[src/sv/upd_pkg.sv]
// shared types, constants and digit helpers for the url percent decoder
`timescale 1ns / 1ps
package upd_pkg;

  localparam logic [7:0] CHAR_PCT   = 8'h25;
  localparam logic [7:0] CHAR_U     = 8'h75;
  localparam logic [7:0] CHAR_PLUS  = 8'h2B;
  localparam logic [7:0] CHAR_SPACE = 8'h20;
  localparam logic [5:0] DIGIT_BAD  = 6'h3F;

  localparam int QUEUE_DEPTH_DEF = 4;

  // register map
  localparam int          ADDR_W         = 3;
  localparam logic [ADDR_W-1:0] ADDR_PAIR_ORDER = 3'd0;
  localparam logic        PAIR_ORDER_RST = 1'b1;

  typedef enum logic [2:0] {
    PH_IDLE = 3'd0,
    PH_PCT  = 3'd1,
    PH_HEX2 = 3'd2,
    PH_U    = 3'd3,
    PH_U1   = 3'd4,
    PH_U2   = 3'd5,
    PH_U3   = 3'd6
  } phase_t;

  // one queue entry: one or two result beats
  typedef struct packed {
    logic [7:0] b0;
    logic [7:0] b1;
    logic       two;
    logic       has0;
    logic       last;
  } q_entry_t;

  function automatic logic [5:0] digit_value(input logic [7:0] c);
    logic [7:0] d;
    d = 8'h00;
    if (c >= 8'h30 && c <= 8'h39) begin
      d = c - 8'h30;
      return d[5:0];
    end else if (c >= 8'h41 && c <= 8'h46) begin
      d = c - 8'h37;
      return d[5:0];
    end else if (c >= 8'h61 && c <= 8'h66) begin
      d = c - 8'h57;
      return d[5:0];
    end
    return DIGIT_BAD;
  endfunction

  // high digit shifted up, low digit or'd in, kept to 8 bits
  function automatic logic [7:0] make_pair(input logic [5:0] hi, input logic [5:0] lo);
    return {hi[3:0], 4'h0} | {2'b00, lo};
  endfunction

endpackage

[src/sv/upd_front.sv]
// front end: accepts encoded bytes, tracks escape phase, builds queue entries
`timescale 1ns / 1ps
module upd_front (
  input  logic              clk,
  input  logic              rst,
  input  logic              s_axis_tvalid,
  output logic              s_axis_tready,
  input  logic [7:0]        s_axis_tdata,   // in_byte
  input  logic              s_axis_tlast,   // in_last
  input  logic              pair_order_little,
  input  logic              q_ready,
  output logic              push,
  output upd_pkg::q_entry_t entry
);
  import upd_pkg::*;

  phase_t     phase, phase_mid, phase_next;
  logic [5:0] held_digit, held_digit_next;
  logic [7:0] held_byte, held_byte_next;
  logic       accept;
  logic [5:0] v;
  logic [7:0] pair;

  assign s_axis_tready = q_ready;
  assign accept        = s_axis_tvalid && q_ready;
  assign v             = digit_value(s_axis_tdata);
  assign pair          = make_pair(held_digit, v);

  // next phase
  always_comb begin
    unique case (phase)
      PH_IDLE: phase_mid = (s_axis_tdata == CHAR_PCT) ? PH_PCT : PH_IDLE;
      PH_PCT:  phase_mid = (s_axis_tdata == CHAR_U) ? PH_U : PH_HEX2;
      PH_HEX2: phase_mid = PH_IDLE;
      PH_U:    phase_mid = PH_U1;
      PH_U1:   phase_mid = PH_U2;
      PH_U2:   phase_mid = PH_U3;
      PH_U3:   phase_mid = PH_IDLE;
      default: phase_mid = PH_IDLE;
    endcase
    if (!accept) begin
      phase_next = phase;
    end else if (s_axis_tlast) begin
      phase_next = PH_IDLE;
    end else begin
      phase_next = phase_mid;
    end
  end

  // entry and held values
  always_comb begin
    push            = 1'b0;
    entry           = '0;
    held_digit_next = held_digit;
    held_byte_next  = held_byte;
    unique case (phase)
      PH_IDLE: begin
        if (s_axis_tdata != CHAR_PCT) begin
          entry.b0   = (s_axis_tdata == CHAR_PLUS) ? CHAR_SPACE : s_axis_tdata;
          entry.has0 = 1'b1;
          push       = accept;
        end
      end
      PH_PCT: begin
        if (s_axis_tdata != CHAR_U) begin
          held_digit_next = v;
        end
      end
      PH_HEX2: begin
        entry.b0   = pair;
        entry.has0 = 1'b1;
        push       = accept;
      end
      PH_U:  held_digit_next = v;
      PH_U1: held_byte_next  = pair;
      PH_U2: held_digit_next = v;
      PH_U3: begin
        entry.two  = 1'b1;
        entry.has0 = 1'b1;
        entry.b0   = pair_order_little ? pair : held_byte;
        entry.b1   = pair_order_little ? held_byte : pair;
        push       = accept;
      end
      default: begin
      end
    endcase
    // escape cut short: end-only marker
    if (s_axis_tlast && phase_mid != PH_IDLE) begin
      entry.b0   = 8'h00;
      entry.b1   = 8'h00;
      entry.has0 = 1'b0;
      entry.two  = 1'b0;
      push       = accept;
    end
    entry.last = s_axis_tlast;
  end

  always_ff @(posedge clk) begin
    if (rst) begin
      phase      <= PH_IDLE;
      held_digit <= '0;
      held_byte  <= '0;
    end else begin
      phase <= phase_next;
      if (accept) begin
        if (s_axis_tlast) begin
          held_digit <= '0;
          held_byte  <= '0;
        end else begin
          held_digit <= held_digit_next;
          held_byte  <= held_byte_next;
        end
      end
    end
  end

`ifndef ASSERT_OFF
  a_last_clears: assert property (@(posedge clk) disable iff (rst)
    accept && s_axis_tlast |=> phase == PH_IDLE && held_digit == 6'h00 && held_byte == 8'h00)
    else $error("state not cleared after last byte");
  a_push_on_accept: assert property (@(posedge clk) disable iff (rst)
    push |-> accept)
    else $error("queue push without accepted byte");
`endif

endmodule

[src/sv/upd_queue.sv]
// small queue of decoded entries between front and back
`timescale 1ns / 1ps
module upd_queue #(
  parameter int DEPTH = upd_pkg::QUEUE_DEPTH_DEF
) (
  input  logic              clk,
  input  logic              rst,
  input  logic              push,
  input  upd_pkg::q_entry_t wr_entry,
  output logic              ready,
  input  logic              pop,
  output logic              rd_valid,
  output upd_pkg::q_entry_t rd_entry
);
  import upd_pkg::*;

  localparam int PTR_W = (DEPTH > 1) ? $clog2(DEPTH) : 1;
  localparam int CNT_W = $clog2(DEPTH + 1);

  q_entry_t         mem [DEPTH];
  logic [PTR_W-1:0] wr_ptr, rd_ptr;
  logic [CNT_W-1:0] count;
  logic             do_push, do_pop;

  assign ready    = (count != CNT_W'(DEPTH));
  assign rd_valid = (count != '0);
  assign rd_entry = mem[rd_ptr];
  assign do_push  = push && ready;
  assign do_pop   = pop && rd_valid;

  always_ff @(posedge clk) begin
    if (do_push) begin
      mem[wr_ptr] <= wr_entry;
    end
  end

  always_ff @(posedge clk) begin
    if (rst) begin
      wr_ptr <= '0;
      rd_ptr <= '0;
      count  <= '0;
    end else begin
      if (do_push) begin
        wr_ptr <= (wr_ptr == PTR_W'(DEPTH - 1)) ? '0 : wr_ptr + 1'b1;
      end
      if (do_pop) begin
        rd_ptr <= (rd_ptr == PTR_W'(DEPTH - 1)) ? '0 : rd_ptr + 1'b1;
      end
      if (do_push && !do_pop) begin
        count <= count + 1'b1;
      end else if (do_pop && !do_push) begin
        count <= count - 1'b1;
      end
    end
  end

`ifndef ASSERT_OFF
  a_no_overflow: assert property (@(posedge clk) disable iff (rst)
    push |-> ready)
    else $error("push into full queue");
`endif

endmodule

[src/sv/upd_back.sv]
// back end: turns queue entries into output beats through a registered stage
`timescale 1ns / 1ps
module upd_back (
  input  logic              clk,
  input  logic              rst,
  input  logic              q_valid,
  input  upd_pkg::q_entry_t q_entry,
  output logic              pop,
  output logic              m_axis_tvalid,
  input  logic              m_axis_tready,
  output logic [7:0]        m_axis_tdata,   // out_byte
  output logic              m_axis_tuser,   // has_byte
  output logic              m_axis_tlast    // out_last
);
  import upd_pkg::*;

  logic out_valid, out_has, out_last, sel, load;
  logic [7:0] out_byte;

  assign load = !out_valid || m_axis_tready;
  assign pop  = load && q_valid && (!q_entry.two || sel);

  always_ff @(posedge clk) begin
    if (rst) begin
      out_valid <= 1'b0;
      sel       <= 1'b0;
    end else if (load) begin
      out_valid <= q_valid;
      if (q_valid && q_entry.two) begin
        sel <= !sel;
      end
    end
  end

  always_ff @(posedge clk) begin
    if (load && q_valid) begin
      out_byte <= (q_entry.two && sel) ? q_entry.b1 : q_entry.b0;
      out_has  <= q_entry.two ? 1'b1 : q_entry.has0;
      out_last <= (q_entry.two && !sel) ? 1'b0 : q_entry.last;
    end
  end

  assign m_axis_tvalid = out_valid;
  assign m_axis_tdata  = out_byte;
  assign m_axis_tuser  = out_has;
  assign m_axis_tlast  = out_last;

`ifndef ASSERT_OFF
  a_sel_on_pair: assert property (@(posedge clk) disable iff (rst)
    sel |-> q_valid && q_entry.two)
    else $error("second byte pending without a two-byte entry");
`endif

endmodule

[src/sv/url_percent_decoder_top.sv]
// top level of the url percent decoder: config register, front, queue, back
`timescale 1ns / 1ps
// Decodes a URL-encoded byte stream, one byte per input beat. '+' becomes a
// space, "%HH" gives one byte, "%uHHHH" gives two bytes whose order follows
// the pair_order_little register (1: second pair first), other bytes pass
// through. tlast on the input ends a string; the last output beat of that
// string carries tlast. An escape cut short by tlast is dropped and a
// single end-only beat (tdata 0, tuser 0, tlast 1) is sent instead.
// Rate: one input beat per cycle, sustained. The front end decodes each byte
// as it is accepted and writes at most one entry into a queue (depth
// QUEUE_DEPTH); the back end drains one output beat per cycle while tready is
// high, a "%u" entry giving two output beats for six input bytes. An input
// beat passes the queue, then the output register. Input stalls only
// when the queue is full, i.e. when the output side holds tready low.
// Register map (APB, 32-bit data): byte address 0, bit 0 = pair_order_little,
// reset 1. Write only while the stream is idle.
module url_percent_decoder_top #(
  parameter int QUEUE_DEPTH = upd_pkg::QUEUE_DEPTH_DEF
) (
  input  logic                      clk,
  input  logic                      rst,
  // input stream
  input  logic                      s_axis_tvalid,
  output logic                      s_axis_tready,
  input  logic [7:0]                s_axis_tdata,   // in_byte
  input  logic                      s_axis_tlast,   // in_last
  // output stream
  output logic                      m_axis_tvalid,
  input  logic                      m_axis_tready,
  output logic [7:0]                m_axis_tdata,   // out_byte
  output logic                      m_axis_tuser,   // has_byte
  output logic                      m_axis_tlast,   // out_last
  // config port
  input  logic                      psel,
  input  logic                      penable,
  input  logic                      pwrite,
  input  logic [upd_pkg::ADDR_W-1:0] paddr,
  input  logic [31:0]               pwdata,
  output logic [31:0]               prdata,
  output logic                      pready
);
  import upd_pkg::*;

  logic     pair_order_little;
  logic     cfg_wr;
  logic     push, q_ready, q_valid, pop;
  q_entry_t wr_entry, rd_entry;

  // config register
  assign pready = 1'b1;
  assign cfg_wr = psel && penable && pwrite && pready;

  always_ff @(posedge clk) begin
    if (rst) begin
      pair_order_little <= PAIR_ORDER_RST;
    end else if (cfg_wr && paddr == ADDR_PAIR_ORDER) begin
      pair_order_little <= pwdata[0];
    end
  end

  // read back, unmapped addresses read zero
  always_comb begin
    prdata = '0;
    if (paddr == ADDR_PAIR_ORDER) begin
      prdata = {31'h0, pair_order_little};
    end
  end

  // decode stage: escape tracking, one entry per completed result group
  upd_front u_front (
    .clk               (clk),
    .rst               (rst),
    .s_axis_tvalid     (s_axis_tvalid),
    .s_axis_tready     (s_axis_tready),
    .s_axis_tdata      (s_axis_tdata),
    .s_axis_tlast      (s_axis_tlast),
    .pair_order_little (pair_order_little),
    .q_ready           (q_ready),
    .push              (push),
    .entry             (wr_entry)
  );

  // decouples decode from output backpressure
  upd_queue #(
    .DEPTH (QUEUE_DEPTH)
  ) u_queue (
    .clk      (clk),
    .rst      (rst),
    .push     (push),
    .wr_entry (wr_entry),
    .ready    (q_ready),
    .pop      (pop),
    .rd_valid (q_valid),
    .rd_entry (rd_entry)
  );

  // output stage: splits two-byte entries into beats
  upd_back u_back (
    .clk           (clk),
    .rst           (rst),
    .q_valid       (q_valid),
    .q_entry       (rd_entry),
    .pop           (pop),
    .m_axis_tvalid (m_axis_tvalid),
    .m_axis_tready (m_axis_tready),
    .m_axis_tdata  (m_axis_tdata),
    .m_axis_tuser  (m_axis_tuser),
    .m_axis_tlast  (m_axis_tlast)
  );

`ifndef ASSERT_OFF
  a_marker_is_last: assert property (@(posedge clk) disable iff (rst)
    m_axis_tvalid && !m_axis_tuser |-> m_axis_tlast && m_axis_tdata == 8'h00)
    else $error("end-only beat without last or with data");
`endif

endmodule
[config.mk]
export PLATFORM = sky130hd
export DESIGN_NAME = url_percent_decoder_top
export DESIGN_NICKNAME = d
export VERILOG_FILES = /design/src/sv/upd_pkg.sv /design/src/sv/upd_front.sv /design/src/sv/upd_queue.sv /design/src/sv/upd_back.sv /design/src/sv/url_percent_decoder_top.sv
export SDC_FILE = /design/constraint.sdc
export NUM_CORES = 1
export LEC_CHECK = 0
export BUFFER_PORTS_ARGS = -buffer_cell sky130_fd_sc_hd__buf_2
export CORE_MARGIN = 3
export CORE_UTILIZATION = 37
export CTS_CLUSTER_DIAMETER = 60
export CTS_CLUSTER_SIZE = 40
export DETAILED_ROUTE_END_ITERATION = 10
export PLACE_DENSITY = 0.62
export SYNTH_ARGS = -nofsm -noshare
export SYNTH_HDL_FRONTEND = slang
export SYNTH_SLANG_ARGS = --single-unit
[constraint.sdc]
create_clock -name clk -period 3.04 [get_ports clk]
set_clock_uncertainty 0.05 [all_clocks]
set_input_delay 0.304 -clock clk [delete_from_list [all_inputs] [get_ports clk]]
set_output_delay 0.304 -clock clk [all_outputs]
set_load 0.02 [all_outputs]
==> results of run 1 <==
final cells by class:
class	instances	area share, %
multi-input cells	337	33.6
repair buffers	60	5.52
inverters	19	1.06
clock buffers	17	6.34
well taps	184	3.43
clock inverters	15	3.58
flip-flops and latches	113	46.5
worst min-delay path, delay by kind of cell:
family                 cells  cell delay, ps
buffers and inverters      1              80
multiplexers               1              60
AND/OR/NAND/NOR            1              60
routing by layer:
layer  global-route usage (%)  up-vias  routed length, µm
li1                         -     1902                  -
met2                     25.7      124               6200
met3                     3.19       18                719
met5                        0        -                  0
met1                     21.0     1949               5640
met4                     6.17        0                227
per-stage QoR:
stage          hold slack, ps  total power, mW  utilization (%)
6_report                 69.8             5.51             45.5
5_1_grt                  82.7             5.77             45.5
4_1_cts                  60.0             5.54             45.5
3_5_place_dp              418             3.32             41.0
3_3_place_gp              401             3.28             41.0
2_1_floorplan             353             2.97                -
cell families (layout without fill, tap and decap cells):
family,Yosys count,in the layout,synth area share (%)
XOR/XNOR,5,5,0.772
multiplexers,28,28,5.94
adder cells (fa/ha/maj),15,15,3.44
AO/OA/AOI/OAI,109,109,14.2
other,2,32,0.132
flip-flops,113,113,55.1
buffers and inverters,70,111,7.26
AND/OR/NAND/NOR,148,148,13.2
final timing paths:
path / slack [ps] / to
worst max-delay path: 160 / u_queue.count[2]$_SDFFE_PP0P_
worst min-delay path: 70 / pair_order_little$_SDFFE_PP1P_
worst max register to register: 160 / u_queue.count[2]$_SDFFE_PP0P_
worst min register to register: 420 / u_front.held_byte[3]$_SDFFE_PP0P_
state kept, by name, summed over array words and instances (netlist names), named ones only:
| signal | cells |
|---|---|
| u_back.m_axis_tlast | 1 |
| u_queue.count | 3 |
| u_back.sel | 1 |
| u_back.m_axis_tvalid | 1 |
| u_queue.mem | 76 |
| u_back.m_axis_tdata | 8 |
| u_front.held_byte | 8 |
| u_front.phase | 3 |
| u_front.held_digit | 4 |
| pair_order_little | 1 |
| u_back.m_axis_tuser | 1 |
| u_queue.rd_ptr | 2 |
| u_queue.wr_ptr | 2 |
placed cells by master, fill, tap and decap left out, drive strengths merged, types with 9 or more instances in the layout:
| cell type | Yosys | layout |
|---|---|---|
| edfxtp | 86 | 86 |
| buf | 43 | 60 |
| nand2 | 49 | 49 |
| nor2 | 32 | 32 |
| conb | 2 | 32 |
| dfxtp | 27 | 27 |
| o21ai | 21 | 21 |
| inv | 19 | 19 |
| clkbuf | 8 | 17 |
| a21oi | 16 | 16 |
| mux2i | 16 | 16 |
| ha | 14 | 14 |
| a32o | 11 | 11 |
| nor3 | 11 | 11 |
| nand3b | 10 | 10 |
| nor2b | 10 | 10 |
| mux2 | 9 | 9 |
power by group through the flow:
stage               combinational, mW  clock, mW  sequential (mW)
finish                           1.27       2.22             2.02
global route                     1.41       2.32             2.04
CTS                              1.28       2.24             2.02
detailed placement               1.27          0             2.05
global placement                 1.24          0             2.04
floorplan                       0.839          0             2.14
timing repair:
| action | 4_1_cts | 5_1_grt |
|---|---|---|
| hold buffers | 0 | 0 |
| endpoints found under the setup margin | 0 | 1 |
| gates resized for setup | 0 | 1 |
| setup buffers | 0 | 0 |
==> flow_summary.toml, run 1 <==
[power_and_ir_drop]
p_int_mw = 3.95
switching_share_pct = 28.3
p_seq_share_pct = 36.7
power.density_mw_per_mm2 = 820
peakVddDrop_mv = 0.387
switching_power_mw = 1.56
power.leakage_nw = 2.42
clkPwrFrac_pct = 40.3
combPwrFrac_pct = 23.0

[final_layout]
final_area_mm2 = 0.00671
nets = 614
drive_gt1_share_pct = 20.7
multi_input_area_mm2 = 0.00225
register_area_mm2 = 0.00312
area_delta_synth_final_pct = 18.4
diodes = 0
fillers = 1346
finalNonFillerCells = 745

[global_routing]
grt_usage_pct = 15.8
grt_pass1_wl_um = 20400
grt_antenna_before_repair = 0
gr-total-overflow = 0
grt_max_degree = 22
grt_pass1_vias = 3873

[sta]
setup_slack_ps = 161
setup_viol = 0
period_share_pct = 94.7
fin_setup_tns_ps = 0
max_freq_mhz = 347
relSlewSlack_pct = 36.7
fin_crit_ps = 2880
slew_violations = 0
rsz0062_at_grt = "no"
worst_slew_pin_slew_ps = 950
hold_viol = 0

[setup_path]
crit_path_start_kind = "flop"
cp_num_cells = 9
rr_worst_depth = 9
crit_chain = "or3_1 > a211o_1 > a221oi_4 > ha_1 > inv_1 > fa_1 > xor2_1 > or3_1 > a21oi_1"
reg2reg_from = "u_front.phase[0]$_SDFFE_PP0P_"
crit_type = "reg2reg"
worstSetupEndpointType = "flop"
crit_top_cell = "or3_1"
worstPathBufferInverterCount = 1
critPathLaunch = "u_front.phase[0]$_SDFFE_PP0P_"
cp_data_arrival_time_ps = 3170
worstPathMaxFanout = 3
critical_path.slowest_cell = "fa_1"
crit_family = "compound AO/OA/AOI/OAI gates"
cp.required_ps = 3330
max_stage_delay_ps = 430

[synth]
synth_seq_area_share_pct = 55.1
yosysTopAreaCell = "edfxtp_1"
ys_top_cells_by_area = "edfxtp_1 46%, dfxtp_1 9.5%, buf_4 4.2%"
async_flop_share_pct = 0
synth.most_common_cell = "edfxtp_1"
syn_area_mm2 = 0.00567
yosys_warnings = 0
yosysUniqueCellTypes = 66
synth_enable_flop_cells = 86
synth_ff_type = "edfxtp_1"
synth.top_cell.area_share_pct = 45.5
synthTopCellsByCount = "86 x edfxtp_1, 47 x nand2_1, 32 x buf_4, 32 x nor2_1, 27 x dfxtp_1"
synth_seq_cells = 113
syn-instance-count = 490
syn_area_per_cell_um2 = 11.6

[placement]
placed_area_mm2 = 0.00604
port_buffers = 32
post-place-ws_ps = 56.1
dp.cells = 713
dpl.hpwl_um = 8760
gp_congestion = 0.889

[clocking]
cts-root-buf = "clkbuf_16"
cts_buffers = 17
clock_sinks = 113
cts_tree = "done"
ctsLongestPathBuffers = 2
path_clk_slew_ps = 60
clock_latency_ps = 410
ctsHtreeMaxLevel = 4

[route]
drt-total-wl_um = 12800
dr_total_vias = 3993
dr.pass1.iters = 5
drcViolationCount = 0
antenna_left = 0
drt-wirelength-per-cell_um = 17.2
vias_per_cell = 5.36
drt_iter0_drc = 316

[floorplan]
core_mm2 = 0.0148
start_util_pct = 38.4
die_x_um = 130
die_height_um = 130
dieArea_mm2 = 0.0168
ios = 96
rows = 44

[status]
status = "finished, final reports clean"

[min_path]
worst_hold_startpoint = "pwdata[0]"
whs_path_depth = 3
hold_class = "in2reg"

[job]
drv_cap = 0
(Power assumes the default switching activity.)
==> run 2, diff against run 1 <==
Settings changed: CTS_BUF_LIST set to sky130_fd_sc_hd__clkbuf_2 sky130_fd_sc_hd__clkbuf_4 sky130_fd_sc_hd__clkbuf_8.
==> flow_summary.toml, run 2 (same netlist as run 1, synthesis figures left out) <==
[status]
status = "finished, final reports clean"

[floorplan]
rows = 44
start_util_pct = 38.4
core_mm2 = 0.0148
die_height_um = 130
ios = 96
dieArea_mm2 = 0.0168
die_x_um = 130

[final_layout]
area_delta_synth_final_pct = 15.0
final_common_cell = "edfxtp_1"
diodes = 0
largest_reg_flops = 76
nets = 614
regMostFlops = "u_queue.mem"
mostFrequentLayoutCells = "86 x edfxtp_1, 47 x nand2_1, 32 x nor2_1, 32 x conb_1, 32 x buf_2"
drive_gt1_share_pct = 20.7

[min_path]
min_to = "pair_order_little$_SDFFE_PP1P_"
worst_hold_startpoint = "pwdata[0]"
whs_path_depth = 3
hold_class = "in2reg"

[setup_path]
reg2reg_to = "u_queue.count[2]$_SDFFE_PP0P_"
worstPathMaxFanout = 3
reg2reg_from = "u_front.phase[0]$_SDFFE_PP0P_"
cp.required_ps = 3350
rr_worst_depth = 9
crit_path_start_kind = "flop"
r2r_slack_ps = 160
worstSetupEndpointType = "flop"
crit_type = "reg2reg"
cp_data_arrival_time_ps = 3190
critPathLaunch = "u_front.phase[0]$_SDFFE_PP0P_"

[global_routing]
grt_max_degree = 22
grt_pass1_wl_um = 20200
grt_usage_pct = 15.7
gr-total-overflow = 0
grt_pass1_vias = 3872
grt_antenna_before_repair = 0

[route]
vias_per_cell = 5.37
drt_iter0_drc = 261
drt-wirelength-per-cell_um = 16.9
drt-total-wl_um = 12600
drcViolationCount = 0
dr_total_vias = 4002
dr.pass1.iters = 5
antenna_left = 0

[sta]
worst_slew_pin_slew_ps = 973
slew_violations = 0
setup_viol = 0
max_freq_mhz = 347
rsz0062_at_grt = "no"
relSlewSlack_pct = 35.1
fin_crit_ps = 2880
fin_setup_tns_ps = 0
period_share_pct = 94.9
hold_viol = 0

[clocking]
cts-root-buf = "clkbuf_8"
cts_setup_buffers = 0
clock_latency_ps = 430
path_clk_slew_ps = 70
ctsHtreeMaxLevel = 4
ctsHoldBuffers = 0
ctsLongestPathBuffers = 2
cts_buffers = 17
clock_sinks = 113
cts_tree = "done"
post_cts_resized = 0

[placement]
gp_congestion = 0.889
dpl.hpwl_um = 8760
port_buffers = 32

[power_and_ir_drop]
peakVddDrop_mv = 0.299
finalPower_mw = 4.94
power.leakage_nw = 2.34
power.density_mw_per_mm2 = 757

[job]
drv_cap = 0
run 2: changes by cell type in the layout (fill, tap and decap cells not counted):
| cell | delta |
|---|---|
| clkbuf_16 | -17 |
| clkbuf_8 | +17 |
run 2: cell type report:
class                           instances  area (µm²)
Fill cell                            1382        8230
Clock inverter                         15         240
Multi-Input combinational cell        337        2250
Inverter                               19        71.3
Timing Repair Buffer                   60         370
Tap cell                              184         230
Clock buffer                           17         234
Sequential cell                       113        3120
run 2: worst max-delay path by stage:
stage | cells past startpoint | to | slack, ps
after floorplan | 13 | u_queue.count[2]$_SDFFE_PP0P_ | 80
after global placement | 13 | u_queue.count[2]$_SDFFE_PP0P_ | 120
after detailed placement | 13 | u_queue.count[2]$_SDFFE_PP0P_ | 60
after CTS | 9 | u_queue.count[2]$_SDFFE_PP0P_ | 150
after global routing | 9 | u_queue.count[2]$_SDFFE_PP0P_ | 20
final | 9 | u_queue.count[2]$_SDFFE_PP0P_ | 160
run 2: metrics by stage:
stage          hold slack, ps  setup WS (ps)  instances  area, µm²  util [%]
2_1_floorplan             353           75.1        520       5780         -
3_3_place_gp              401            117        713       6040      41.0
3_5_place_dp              418           56.1        713       6040      41.0
4_1_cts                  26.6            148        745       6520      44.2
5_1_grt                  50.2           24.0        745       6520      44.2
6_report                 50.6            156        745       6520      44.2
run 2: report_power, final:
part	internal [mW]	leakage (nW)	switching, mW
Combinational	0.483	1.14	0.774
Sequential	1.93	0.973	0.0812
Clock	1.05	0.221	0.615
run 2: worst max-delay path, stage by stage (launching register included):
cell	delay [ps]
dfxtp_1	310
or3_1	360
a211o_1	370
a221oi_4	350
ha_1	240
inv_1	70
fa_1	430
xor2_1	180
or3_1	310
a21oi_1	140
run 2: routing by layer:
| layer | up-vias | track usage (%) | part of all wire (%) |
|---|---|---|---|
| met5 | - | 0 | 0 |
| met3 | 23 | 3.19 | 5.2 |
| li1 | 1895 | - | - |
| met2 | 133 | 25.2 | 48 |
| met4 | 0 | 6.42 | 1.8 |
| met1 | 1951 | 20.7 | 45 |
